===== config.mk =====
export PLATFORM = sky130hd
export DESIGN_NAME = response_time_analysis
export DESIGN_NICKNAME = d
export VERILOG_FILES = /design/src/rtl/rta_pkg.sv /design/src/rtl/rta_task_mem.sv /design/src/rtl/rta_ceil_div.sv /design/src/rtl/rta_core.sv /design/src/rtl/response_time_analysis.sv
export SDC_FILE = /design/constraint.sdc
export NUM_CORES = 2
export LEC_CHECK = 0
export ABC_AREA = 1
export BUFFER_PORTS_ARGS = -buffer_cell sky130_fd_sc_hd__buf_2
export CAP_MARGIN = 25
export CORE_MARGIN = 2
export CORE_UTILIZATION = 35
export CTS_CLUSTER_SIZE = 25
export DETAILED_ROUTE_END_ITERATION = 12
export GPL_TIMING_DRIVEN = 0
export PLACE_DENSITY = 0.48
export SETUP_SLACK_MARGIN = 0.1
export SLEW_MARGIN = 20
export SYNTH_ARGS = -nofsm -noshare
export SYNTH_HDL_FRONTEND = slang
export SYNTH_SLANG_ARGS = --single-unit
export TNS_END_PERCENT = 50

===== constraint.sdc =====
create_clock -name clk -period 6.25 [get_ports clk]
set_input_delay 1.25 -clock clk [delete_from_list [all_inputs] [get_ports clk]]
set_output_delay 1.25 -clock clk [all_outputs]
set_load 0.02 [all_outputs]

===== src/rtl/rta_pkg.sv =====
// Shared types and constants for the response-time analysis block.
`timescale 1ns / 1ps

package rta_pkg;

  // Default sizing
  localparam int unsigned MAX_TASKS_DEF = 32;
  localparam int unsigned TIME_BITS_DEF = 24;

  // Fixed field widths
  localparam int unsigned TASK_W  = 16;
  localparam int unsigned LIMIT_W = 24;
  localparam int unsigned RESP_W  = 24;

  localparam logic [LIMIT_W-1:0] LIMIT_RESET = {LIMIT_W{1'b1}};

  // Result status codes
  localparam logic STATUS_CONVERGED = 1'b0;
  localparam logic STATUS_OVERFLOW  = 1'b1;

  // Input transaction
  typedef struct packed {
    logic [TASK_W-1:0] task_period;
    logic [TASK_W-1:0] task_wcet;
    logic              last_task;
  } rta_in_t;

  // Result transaction
  typedef struct packed {
    logic [RESP_W-1:0] response_time;
    logic              status;
  } rta_out_t;

  // One stored higher-priority task
  typedef struct packed {
    logic [TASK_W-1:0] period;
    logic [TASK_W-1:0] wcet;
  } rta_task_t;

endpackage


===== src/rtl/rta_task_mem.sv =====
// Task table memory: one write port, one read port with registered read data.
`timescale 1ns / 1ps

module rta_task_mem import rta_pkg::*; #(
  parameter int unsigned DEPTH = MAX_TASKS_DEF,
  parameter int unsigned AW    = (DEPTH > 1) ? $clog2(DEPTH) : 1
) (
  input  logic          clk,
  input  logic          wr_en,
  input  logic [AW-1:0] wr_addr,
  input  rta_task_t     wr_data,
  input  logic          rd_en,
  input  logic [AW-1:0] rd_addr,
  output rta_task_t     rd_data
);

  rta_task_t mem_r [DEPTH];
  rta_task_t rd_data_r;

  // Write port
  always_ff @(posedge clk) begin
    if (wr_en) begin
      mem_r[wr_addr] <= wr_data;
    end
  end

  // Read port, registered read data
  always_ff @(posedge clk) begin
    if (rd_en) begin
      rd_data_r <= mem_r[rd_addr];
    end
  end

  assign rd_data = rd_data_r;

endmodule


===== src/rtl/rta_ceil_div.sv =====
// Bit-serial restoring divider returning ceil(dividend / divisor).
`timescale 1ns / 1ps

module rta_ceil_div import rta_pkg::*; #(
  parameter int unsigned TIME_BITS = TIME_BITS_DEF
) (
  input  logic                 clk,
  input  logic                 rst_n,
  input  logic                 start,
  input  logic [TIME_BITS-1:0] dividend,
  input  logic [TASK_W-1:0]    divisor,
  output logic                 done,
  output logic [TIME_BITS-1:0] quot
);

  localparam int unsigned CNTW = $clog2(TIME_BITS + 1);

  typedef enum logic [1:0] {
    D_IDLE,
    D_RUN,
    D_FIN
  } div_state_t;

  div_state_t           state_r;
  logic [CNTW-1:0]      cnt_r;
  logic [TIME_BITS-1:0] dq_r;     // dividend shifts out, quotient shifts in
  logic [TASK_W-1:0]    rem_r;
  logic [TASK_W-1:0]    dvs_r;
  logic [TIME_BITS-1:0] quot_r;
  logic                 done_r;

  logic [TASK_W:0]      shifted;
  logic [TASK_W:0]      diff;
  logic                 ge;
  logic [TASK_W-1:0]    rem_nxt;
  logic [TIME_BITS-1:0] quot_nxt;

  // One quotient bit per cycle
  always_comb begin
    shifted  = {rem_r, dq_r[TIME_BITS-1]};
    diff     = shifted - {1'b0, dvs_r};
    ge       = (shifted >= {1'b0, dvs_r});
    rem_nxt  = ge ? diff[TASK_W-1:0] : shifted[TASK_W-1:0];
    // round up on a nonzero remainder
    quot_nxt = dq_r + TIME_BITS'(rem_r != '0);
  end

  always_ff @(posedge clk) begin
    if (!rst_n) begin
      state_r <= D_IDLE;
      done_r  <= 1'b0;
    end else begin
      // done pulses for one cycle after the final step
      done_r <= (state_r == D_FIN);
      unique case (state_r)
        D_IDLE: begin
          if (start) begin
            dq_r    <= dividend;
            rem_r   <= '0;
            // zero period counts as one
            dvs_r   <= (divisor == '0) ? TASK_W'(1) : divisor;
            cnt_r   <= CNTW'(TIME_BITS);
            state_r <= D_RUN;
          end
        end
        D_RUN: begin
          dq_r  <= {dq_r[TIME_BITS-2:0], ge};
          rem_r <= rem_nxt;
          cnt_r <= cnt_r - CNTW'(1);
          if (cnt_r == CNTW'(1)) begin
            state_r <= D_FIN;
          end
        end
        D_FIN: begin
          quot_r  <= quot_nxt;
          state_r <= D_IDLE;
        end
        default: state_r <= D_IDLE;
      endcase
    end
  end

  assign done = done_r;
  assign quot = quot_r;

endmodule


===== src/rtl/rta_core.sv =====
// Task loader and fixed-point sequencer over the task table memory.
`timescale 1ns / 1ps

module rta_core import rta_pkg::*; #(
  parameter int unsigned MAX_TASKS = MAX_TASKS_DEF,
  parameter int unsigned TIME_BITS = TIME_BITS_DEF
) (
  input  logic               clk,
  input  logic               rst_n,
  input  logic               item_valid,
  input  rta_in_t            item,
  input  logic [LIMIT_W-1:0] limit,
  input  logic               res_ready,
  output logic               busy,
  output logic               res_valid,
  output rta_out_t           res
);

  localparam int unsigned CW   = $clog2(MAX_TASKS + 1);
  localparam int unsigned AW   = (MAX_TASKS > 1) ? $clog2(MAX_TASKS) : 1;
  localparam int unsigned LW   = (TIME_BITS > LIMIT_W) ? TIME_BITS : LIMIT_W;
  localparam int unsigned ACCW = TIME_BITS + 1;   // top bit marks saturation
  localparam int unsigned PW   = TIME_BITS + TASK_W;

  localparam logic [ACCW-1:0] SAT_VAL = {1'b1, {TIME_BITS{1'b0}}};

  typedef enum logic [3:0] {
    S_IDLE,
    S_START,
    S_CHECK,
    S_FETCH,
    S_DIVGO,
    S_DIV,
    S_ACC,
    S_CMP,
    S_DONE
  } core_state_t;

  core_state_t          state_r;
  logic                 expect_target_r;
  logic [CW-1:0]        hp_count_r;
  rta_task_t            target_r;
  logic [CW-1:0]        term_r;
  logic [ACCW-1:0]      len_r;
  logic [ACCW-1:0]      acc_r;
  logic [TASK_W-1:0]    wcet_r;
  logic [PW-1:0]        prod_r;
  rta_out_t             res_r;

  logic                 wr_en;
  rta_task_t            wr_data;
  logic                 rd_en;
  logic [CW-1:0]        term_m1;
  rta_task_t            rd_data;

  logic                 div_start;
  logic [TASK_W-1:0]    div_divisor;
  logic                 div_done;
  logic [TIME_BITS-1:0] div_quot;

  logic [LW-1:0]        lim_ext;
  logic [LW-1:0]        tmax_ext;
  logic [LW-1:0]        lim_sel;
  logic [TIME_BITS-1:0] lim_clamp;
  logic                 len_over;
  logic [ACCW-1:0]      prod_sat;
  logic [ACCW:0]        sum;
  logic [ACCW-1:0]      acc_nxt;
  logic [TIME_BITS-1:0] len_clip;
  logic [RESP_W-1:0]    resp;

  // Table writes during loading, reads one entry ahead of the divider
  assign wr_en   = (state_r == S_IDLE) && item_valid && !expect_target_r &&
                   (hp_count_r < CW'(MAX_TASKS));
  assign wr_data = '{period: item.task_period, wcet: item.task_wcet};
  assign term_m1 = term_r - CW'(1);
  assign rd_en   = (state_r == S_FETCH) && (term_r != '0);

  rta_task_mem #(
    .DEPTH (MAX_TASKS),
    .AW    (AW)
  ) u_mem (
    .clk     (clk),
    .wr_en   (wr_en),
    .wr_addr (hp_count_r[AW-1:0]),
    .wr_data (wr_data),
    .rd_en   (rd_en),
    .rd_addr (term_m1[AW-1:0]),
    .rd_data (rd_data)
  );

  // Term zero is the analysed task itself
  assign div_start   = (state_r == S_DIVGO);
  assign div_divisor = (term_r == '0) ? target_r.period : rd_data.period;

  rta_ceil_div #(
    .TIME_BITS (TIME_BITS)
  ) u_div (
    .clk      (clk),
    .rst_n    (rst_n),
    .start    (div_start),
    .dividend (len_r[TIME_BITS-1:0]),
    .divisor  (div_divisor),
    .done     (div_done),
    .quot     (div_quot)
  );

  // Limit clamp, saturating accumulate, result formatting
  always_comb begin
    lim_ext   = LW'(limit);
    tmax_ext  = LW'({TIME_BITS{1'b1}});
    lim_sel   = (lim_ext > tmax_ext) ? tmax_ext : lim_ext;
    lim_clamp = lim_sel[TIME_BITS-1:0];
    len_over  = (len_r > ACCW'(lim_clamp));
    prod_sat  = (prod_r[PW-1:TIME_BITS] != '0) ? SAT_VAL : ACCW'(prod_r[TIME_BITS-1:0]);
    sum       = {1'b0, acc_r} + {1'b0, prod_sat};
    acc_nxt   = (sum > (ACCW+1)'(SAT_VAL)) ? SAT_VAL : sum[ACCW-1:0];
    len_clip  = len_r[TIME_BITS] ? {TIME_BITS{1'b1}} : len_r[TIME_BITS-1:0];
    resp      = RESP_W'(len_clip);
  end

  // Sequencer
  always_ff @(posedge clk) begin
    if (!rst_n) begin
      state_r         <= S_IDLE;
      expect_target_r <= 1'b1;
      hp_count_r      <= '0;
    end else begin
      unique case (state_r)
        S_IDLE: begin
          if (item_valid) begin
            if (expect_target_r) begin
              target_r   <= '{period: item.task_period, wcet: item.task_wcet};
              hp_count_r <= '0;
            end else if (hp_count_r < CW'(MAX_TASKS)) begin
              hp_count_r <= hp_count_r + CW'(1);
            end
            // the final task of a set makes the next one an analysed task
            expect_target_r <= item.last_task;
            if (item.last_task) begin
              state_r <= S_START;
            end
          end
        end
        S_START: begin
          len_r   <= ACCW'(target_r.wcet);
          state_r <= S_CHECK;
        end
        S_CHECK: begin
          if (len_over) begin
            res_r   <= '{response_time: resp, status: STATUS_OVERFLOW};
            state_r <= S_DONE;
          end else begin
            acc_r   <= '0;
            term_r  <= '0;
            state_r <= S_FETCH;
          end
        end
        S_FETCH: begin
          state_r <= S_DIVGO;
        end
        S_DIVGO: begin
          wcet_r  <= (term_r == '0) ? target_r.wcet : rd_data.wcet;
          state_r <= S_DIV;
        end
        S_DIV: begin
          if (div_done) begin
            prod_r  <= div_quot * wcet_r;
            state_r <= S_ACC;
          end
        end
        S_ACC: begin
          acc_r  <= acc_nxt;
          term_r <= term_r + CW'(1);
          if (term_r == hp_count_r) begin
            state_r <= S_CMP;
          end else begin
            state_r <= S_FETCH;
          end
        end
        S_CMP: begin
          if (acc_r == len_r) begin
            res_r   <= '{response_time: resp, status: STATUS_CONVERGED};
            state_r <= S_DONE;
          end else begin
            len_r   <= acc_r;
            state_r <= S_CHECK;
          end
        end
        S_DONE: begin
          if (res_ready) begin
            state_r <= S_IDLE;
          end
        end
        default: state_r <= S_IDLE;
      endcase
    end
  end

  assign busy      = (state_r != S_IDLE);
  assign res_valid = (state_r == S_DONE);
  assign res       = res_r;

endmodule


===== src/rtl/response_time_analysis.sv =====
// Top level: channels, limit register and result register around the core.
//
//   channel   direction  handshake           transaction
//   in_       input      in_valid/in_stall   rta_in_t  (one task)
//   out_      output     out_valid/out_stall rta_out_t (response time, status)
//   cfg_      input      cfg_valid/cfg_ready response_limit, 24 bits
//
// Tasks load at one per cycle; higher-priority ones go into the task table. The item
// marking the end of a set starts the fixed point; each iteration runs the bit-serial
// divider over the H+1 task terms for H higher-priority tasks, one task term at a time.
// Input is stalled from the final item until the result moves to the output register.
// Synchronous reset clears control state and the limit register (all ones). A stalled
// result holds in the output register while the next set loads.
`timescale 1ns / 1ps

module response_time_analysis import rta_pkg::*; #(
  parameter int unsigned MAX_TASKS = MAX_TASKS_DEF,
  parameter int unsigned TIME_BITS = TIME_BITS_DEF
) (
  input  logic               clk,
  input  logic               rst_n,
  input  logic               in_valid,
  output logic               in_stall,
  input  rta_in_t            in_data,
  output logic               out_valid,
  input  logic               out_stall,
  output rta_out_t           out_data,
  input  logic               cfg_valid,
  output logic               cfg_ready,
  input  logic [LIMIT_W-1:0] cfg_data
);

  logic [LIMIT_W-1:0] limit_r;
  logic               out_valid_r;
  rta_out_t           out_data_r;
  logic               out_free;
  logic               core_busy;
  logic               core_res_valid;
  rta_out_t           core_res;

  // Limit register
  assign cfg_ready = 1'b1;

  always_ff @(posedge clk) begin
    if (!rst_n) begin
      limit_r <= LIMIT_RESET;
    end else if (cfg_valid && cfg_ready) begin
      limit_r <= cfg_data;
    end
  end

  rta_core #(
    .MAX_TASKS (MAX_TASKS),
    .TIME_BITS (TIME_BITS)
  ) u_core (
    .clk        (clk),
    .rst_n      (rst_n),
    .item_valid (in_valid && !in_stall),
    .item       (in_data),
    .limit      (limit_r),
    .res_ready  (out_free),
    .busy       (core_busy),
    .res_valid  (core_res_valid),
    .res        (core_res)
  );

  assign in_stall = core_busy;

  // Output register
  assign out_free = !out_valid_r || !out_stall;

  always_ff @(posedge clk) begin
    if (!rst_n) begin
      out_valid_r <= 1'b0;
    end else if (core_res_valid && out_free) begin
      out_valid_r <= 1'b1;
      out_data_r  <= core_res;
    end else if (!out_stall) begin
      out_valid_r <= 1'b0;
    end
  end

  assign out_valid = out_valid_r;
  assign out_data  = out_data_r;

endmodule


Word-level counts from Yosys, hierarchy flattened

Memory sizes are Yosys's and may differ from the RTL's. A register that Yosys moved wholly into a read port is not among the register bits.
Cells that the tools add are included.

Bits in registers: 318
Bits in latches: 0
Bits in writable memories: 1,024
Bits in read-only memories: 0
Bits of input ports: 62
Output and inout port bits: 28
Logic and storage cells: 138
Memories kept: 1

Add/subtract/negate cells: 7
Multiply operators: 1
Divide/modulo/power cells: 0
Magnitude comparators: 5
Eq/ne operators: 24
Shifts and indexed selects: 0
Multiplexer cells: 39
Bitwise logic cells: 0
Reduce and logical (&&, ||, !) cells: 38

Memory list:

| memory             | depth | width | rd ports | clocked after Yosys merged registers in | wr ports | RTL line           | source |
|---|---|---|---|---|---|---|---|
| u_core.u_mem.mem_r | 32    | 32    | 1        | 1                                       | 1        | rta_task_mem.sv:17 | `rta_task_t mem_r [DEPTH];` |

Operators by type and width:

| cell                                                  | number |
|---|---|
| 2-to-1 mux 25 bit                                     | 6 |
| one-hot mux 25 bit (2 select lines)                   | 3 |
| 2-to-1 mux 24 bit                                     | 3 |
| 2-to-1 mux 16 bit                                     | 4 |
| one-hot mux 24 bit (2 select lines)                   | 1 |
| multiplier 24 x 16 -> 40 bit                          | 1 |
| one-hot mux 4 bit (9 select lines)                    | 1 |
| one-hot mux 16 bit (2 select lines)                   | 1 |
| nonzero test 16 bit                                   | 2 |
| adder 25 x 25 -> 26 bit                               | 1 |
| > comparator 26 x 25 -> 1 bit (second input constant) | 1 |
| == test 25 bit                                        | 1 |
| > comparator 25 x 24 -> 1 bit                         | 1 |
| adder 24 x 1 -> 24 bit                                | 1 |
| > comparator 24 bit (second input constant)           | 1 |
| 2-to-1 mux 4 bit                                      | 6 |
| 2-to-1 mux 6 bit                                      | 3 |
| AND reduction 3 bit                                   | 6 |
| greater-or-equal comparator 17 x 16 -> 1 bit          | 1 |
| == test 4 x 3 -> 1 bit (second input constant)        | 4 |
| logical NOT 16 bit                                    | 1 |
| subtractor 16 bit                                     | 1 |
| adder 6 x 1 -> 6 bit (second input constant)          | 2 |
| inequality test 2 bit (second input constant)         | 6 |
| other kinds (28)                                      | 56 |

Logic depth before layout (Yosys ltp)

Depth after elaboration: 8
Depth in mapped cells: 29
Gate-level depth less buffers: 27

Modules after synthesis

From an unflattened synthesis, not the netlist that was laid out.

Cells, all modules: 7,036
Area total of the unflattened synthesis: 72,263.1 µm²

By module, submodules not included:

| module                 | times used | cells an instance | area each (µm²) | sequential area each (µm²) |
|---|---|---|---|---|
| rta_task_mem           | 1          | 3,536             | 42,726.0        | 31,710.4 |
| rta_core               | 1          | 2,776             | 22,635.5        | 5,295.1 |
| rta_ceil_div           | 1          | 584               | 5,153.7         | 2,612.5 |
| response_time_analysis | 1          | 140               | 1,747.9         | 1,251.2 |

Worst setup path after synthesis

OpenSTA, ideal clock, no wires.

Path kind: flip-flop to flip-flop
Start: register u_core.u_div.quot_r[13], in the netlist u_core.u_div.quot[13]
End: register u_core.prod_r[33] (data pin)
Library setup time: 0.259 ns
Arrival: 5.430 ns
Data required time: 5.991 ns
Setup slack: 0.561 ns
Stages on the path, launching flop included: 25
Path buffers: 2
Period minus slack after synthesis: 5.689 ns
Path through: edfxtp_1 > clkbuf_1 > clkbuf_1 > nand2_1 > fa_1 > inv_1 > fa_1 > inv_1 > fa_1 > inv_1 > fa_1 > fa_1 > inv_1 > fa_1 > inv_1 > ha_1 > a21oi_1 > inv_1 > a31oi_1 > o21ai_0 > a21oi_1 > o21bai_1 > nand2_1 > nand2_1 > xor2_1

Longest elaborated chain between the ends: 1

RTL lines:

| item                         | RTL line           | source |
|---|---|---|
| start, declared              | rta_ceil_div.sv:29 | `logic [TIME_BITS-1:0] quot_r;` |
| start signal, assigned       | rta_ceil_div.sv:75 | `quot_r <= quot_nxt;` |
| multiplier 24 x 16 -> 40 bit | rta_core.sv:168    | `prod_r <= div_quot * wcet_r;` |
| end signal, assigned         | rta_core.sv:168    |  |
| end, declared                | rta_core.sv:47     | `logic [PW-1:0] prod_r;` |

Every way passes these cells.
A chain may end at the register's enable or synchronous reset.

Final worst setup path

Start: register u_core.term_r[0]
End: register, netlist name u_core.u_mem.rd_data[0]

Elaborated cells on any way between the ends: 3
Those cells by class: add/sub (1); reduce/logical (2)

RTL lines:

| item                        | RTL line        | source |
|---|---|---|
| start, declared             | rta_core.sv:43  | `logic [CW-1:0] term_r;` |
| start signal, assigned      | rta_core.sv:174 | `term_r <= term_r + CW'(1);` |
| subtractor 5 x 1 -> 5 bit   | rta_core.sv:76  | `assign term_m1 = term_r - CW'(1);` |
| named net u_core.term_m1[0] | rta_core.sv:53  | `logic [CW-1:0] term_m1;` |

The timed path passes the listed nets, and every way through them passes these cells.

==> reports/metrics.cfg <==
[critical_path]
worst-path-buf-inv=6
arrival_ps=6570
r2r_slack_ps=160
r2r_cells=11
crit_start=u_core.term_r[0]$_SDFFCE_PP0P_
cp_top_family=buffers and inverters
cp_max_fo=19
worstSetupStartpointType=register
slowest_stage=clkbuf_1
r2r_end=u_core.u_mem.rd_data[0]$_DFFE_PP_
cp_common_cell=clkbuf_1
slowest_delay_ps=760
critPathCapture=u_core.u_mem.rd_data[0]$_DFFE_PP_
crit_required_ps=6730
path_class=reg2reg
cp_cell_sequence=inv_1, buf_2, clkbuf_1, ha_1, inv_1, clkbuf_1, clkbuf_1, o21ai_0, o221ai_1, nand3_1, a32oi_1
crit-reg2reg-launch=u_core.term_r[0]$_SDFFCE_PP0P_
endpoint_kind=register
path_depth=11

[cells_and_area]
final_util=0.409
drive_above_1_share=0.103
fillCellCount=19100
register_area_mm2=0.0409
multi_input_area_mm2=0.0249
fin_nets=7135
area_growth_pct=16.3

[timing]
min_period_over_period=0.975
setup_tns_ps=0
slew-limit-headroom=0.243
whs_ps=377
fin_crit_ps=6090
tightestPinTransition_ps=1130
layout_setup_ws_ps=155
fmax_mhz=164
rsz0062_at_grt=yes
skew_ps=48.1
slew_viol_final=0
hold_viol=0
setup_viol=0

[yosys]
synth_edf_count=1335
synth_area_leaders=edfxtp_1 58%, fa_1 8.9%, nand2_1 4.9%, o21ai_0 4.7%, inv_1 4.3%
synth_top_area_frac=0.578
async_reset_ff_frac=0
ys_ff_latch=1374
yosys_warnings=0
synth_cell_type_count=55
syn_area_mm2=0.0693
syn_nets=6783
synth_seq_area_share=0.589
post_synth.cell_area_avg_um2=11.1
netlist_instances=6225
yosys.area.top_type=edfxtp_1
ys.flop_type=edfxtp_1

[hold_path]
min_path_type=reg2reg

[cts]
cts.reportedPaths.clkPinSlew_ps=60
cts_sinks=1374
root_buffer=clkbuf_16
cts_buffers=149
clk_latency_ps=800
clock_path_buffers=3
cts-htree-levels=4
cts_tree=built

[floorplanning]
core_mm2=0.197
die_w_um=449
ios=90
rows=163
die_h_um=449
dieArea_mm2=0.202
initial_core_util=0.352

[global_route]
grt_pass1_vias=48300
grt_pass1_wl_um=342000
overflow=0
track_usage=0.232
antenna_found_initial=22
grt_max_degree=34

[outcome]
outcome=finished, final reports clean

[drt]
ant_nets=0
routed_via_density=5.21
dr.pass1.iters=5
drt_iter0_drc=4596
via_count=48700
wl_per_cell_um=25.4
wl_um=237000
drc=0

[place]
gp_congestion=0.914
place_hpwl_um=170000
place_worst_setup_slack_ps=-1160
port_buffers=87

[pwr]
peakVddDrop_v=0.000238
leakagePower_nw=30.9
powerDensity_mw_per_mm2=247

[run]
cap_violations=0

worst min path at each step:
stage	startpoint	to	slack (ps)	cells past startpoint
floorplan	u_core.res[0]$_DFFE_PP_	out_data[0]$_DFFE_PP_	400	0
global route	u_core.res[24]$_SDFFCE_PP1P_	out_data[24]$_DFFE_PP_	380	0
global placement	u_core.res[8]$_SDFFCE_PP1P_	out_data[8]$_DFFE_PP_	400	0
CTS	u_core.res[24]$_SDFFCE_PP1P_	out_data[24]$_DFFE_PP_	370	0
detailed placement	u_core.res[10]$_SDFFCE_PP1P_	out_data[10]$_DFFE_PP_	400	0
finish	u_core.res[24]$_SDFFCE_PP1P_	out_data[24]$_DFFE_PP_	380	0
per-stage QoR:
step / area [µm²] / power, mW / instances
after detailed placement: 74400 / 11.3 / 9013
after floorplan: 69300 / 10.8 / 6225
after global routing: 80600 / 20.4 / 9339
after global placement: 73100 / 11.2 / 8952
after CTS: 80000 / 19.9 / 9314
final: 80600 / 19.9 / 9342
layout make-up:
type,count,share of cell area
Multi-Input combinational cell,3716,0.309
Timing Repair Buffer,216,0.0260
Inverter,801,0.0373
Clock buffer,186,0.0498
Buffer,319,0.0207
Sequential cell,1374,0.507
Clock inverter,84,0.00912
Antenna cell,6,0.000186
Tap cell,2640,0.0410
timing repair:
action | in CTS | in global routing
hold buffers | 0 | 0
resized for setup | 156 | 180
pin swaps | 3 | 33
buffers inserted | 46 | 21
setup endpoints to repair | 60 | 24
endpoints found under the hold margin | 0 | 0
report_power, final:
part	leakage, nW	switching [mW]	total (mW)	internal, mW
combinational	16.2	0.695	0.977	0.282
clock	2.30	3.80	8.71	4.91
sequential	12.4	0.0329	10.2	10.2
registers in the layout, summed over array words and instances (netlist names), 2 cells and up:
| register | count |
|---|---|
| u_core.wcet_r | 16 |
| u_core.target_r | 32 |
| u_core.u_mem.rd_data | 32 |
| u_core.res | 25 |
| u_core.term_r | 6 |
| u_core.prod_r | 40 |
| u_core.hp_count_r | 6 |
| u_core.u_div.quot | 24 |
| u_core.u_div.state_r | 2 |
| u_core.u_mem.mem_r | 1024 |
| limit_r | 24 |
| u_core.state_r | 4 |
| u_core.len_r | 25 |
| u_core.u_div.rem_r | 16 |
| u_core.acc_r | 25 |
| u_core.u_div.dq_r | 24 |
| u_core.u_div.dvs_r | 16 |
| u_core.u_div.cnt_r | 5 |
| out_data | 25 |
cells by family after synthesis:
family,Yosys count,synth area share
AND/OR/NAND/NOR,1969,0.114
flip-flops,1374,0.589
AO/OA/AOI/OAI,1155,0.0992
buffers and inverters,1135,0.0623
adder cells (fa/ha/maj),496,0.123
XOR/XNOR,95,0.0121
other,1,0.0000541
synthesized netlist by cell type (all sizes together), types with 3 or more instances:
| library cell | n |
|---|---|
| a21boi | 3 |
| a21o | 10 |
| a21oi | 127 |
| a31oi | 43 |
| a32oi | 32 |
| buf | 44 |
| clkbuf | 290 |
| clkinv | 3 |
| dfxtp | 39 |
| edfxtp | 1335 |
| fa | 308 |
| ha | 188 |
| inv | 798 |
| nand2 | 918 |
| nand3 | 149 |
| nand3b | 7 |
| nand4 | 29 |
| nor2 | 803 |
| nor3 | 32 |
| nor3b | 3 |
| nor4 | 19 |
| o211ai | 4 |
| o21a | 4 |
| o21ai | 652 |
| o21bai | 7 |
| o221ai | 191 |
| o22ai | 66 |
| o31ai | 6 |
| or2 | 4 |
| xnor2 | 31 |
| xor2 | 64 |
cells in the final DEF, fill, tap and decap left out, types with 24 or more instances in the layout:
master,instances
o221ai_1,191
nand2_1,897
o22ai_1,66
ha_1,171
nor2_1,745
clkbuf_16,155
a32oi_1,32
clkbuf_1,233
a31oi_1,38
dfxtp_1,39
nand3_1,145
nand4_1,29
buf_4,86
clkinv_1,48
buf_2,122
xnor2_1,30
a21oi_1,113
edfxtp_1,1335
nor2_2,24
inv_1,781
o21ai_0,638
fa_1,300
xor2_1,60
nor2_4,34
metal layers:
layer  track usage  routed length [µm]  vias up
met5             0                  23        -
met4        0.0703                7300        4
met3        0.0371               15700      321
li1              -                   -    22100
met2         0.379              112000     1767
met1         0.318              102000    24500
Power figures use the tool's default switching activity.
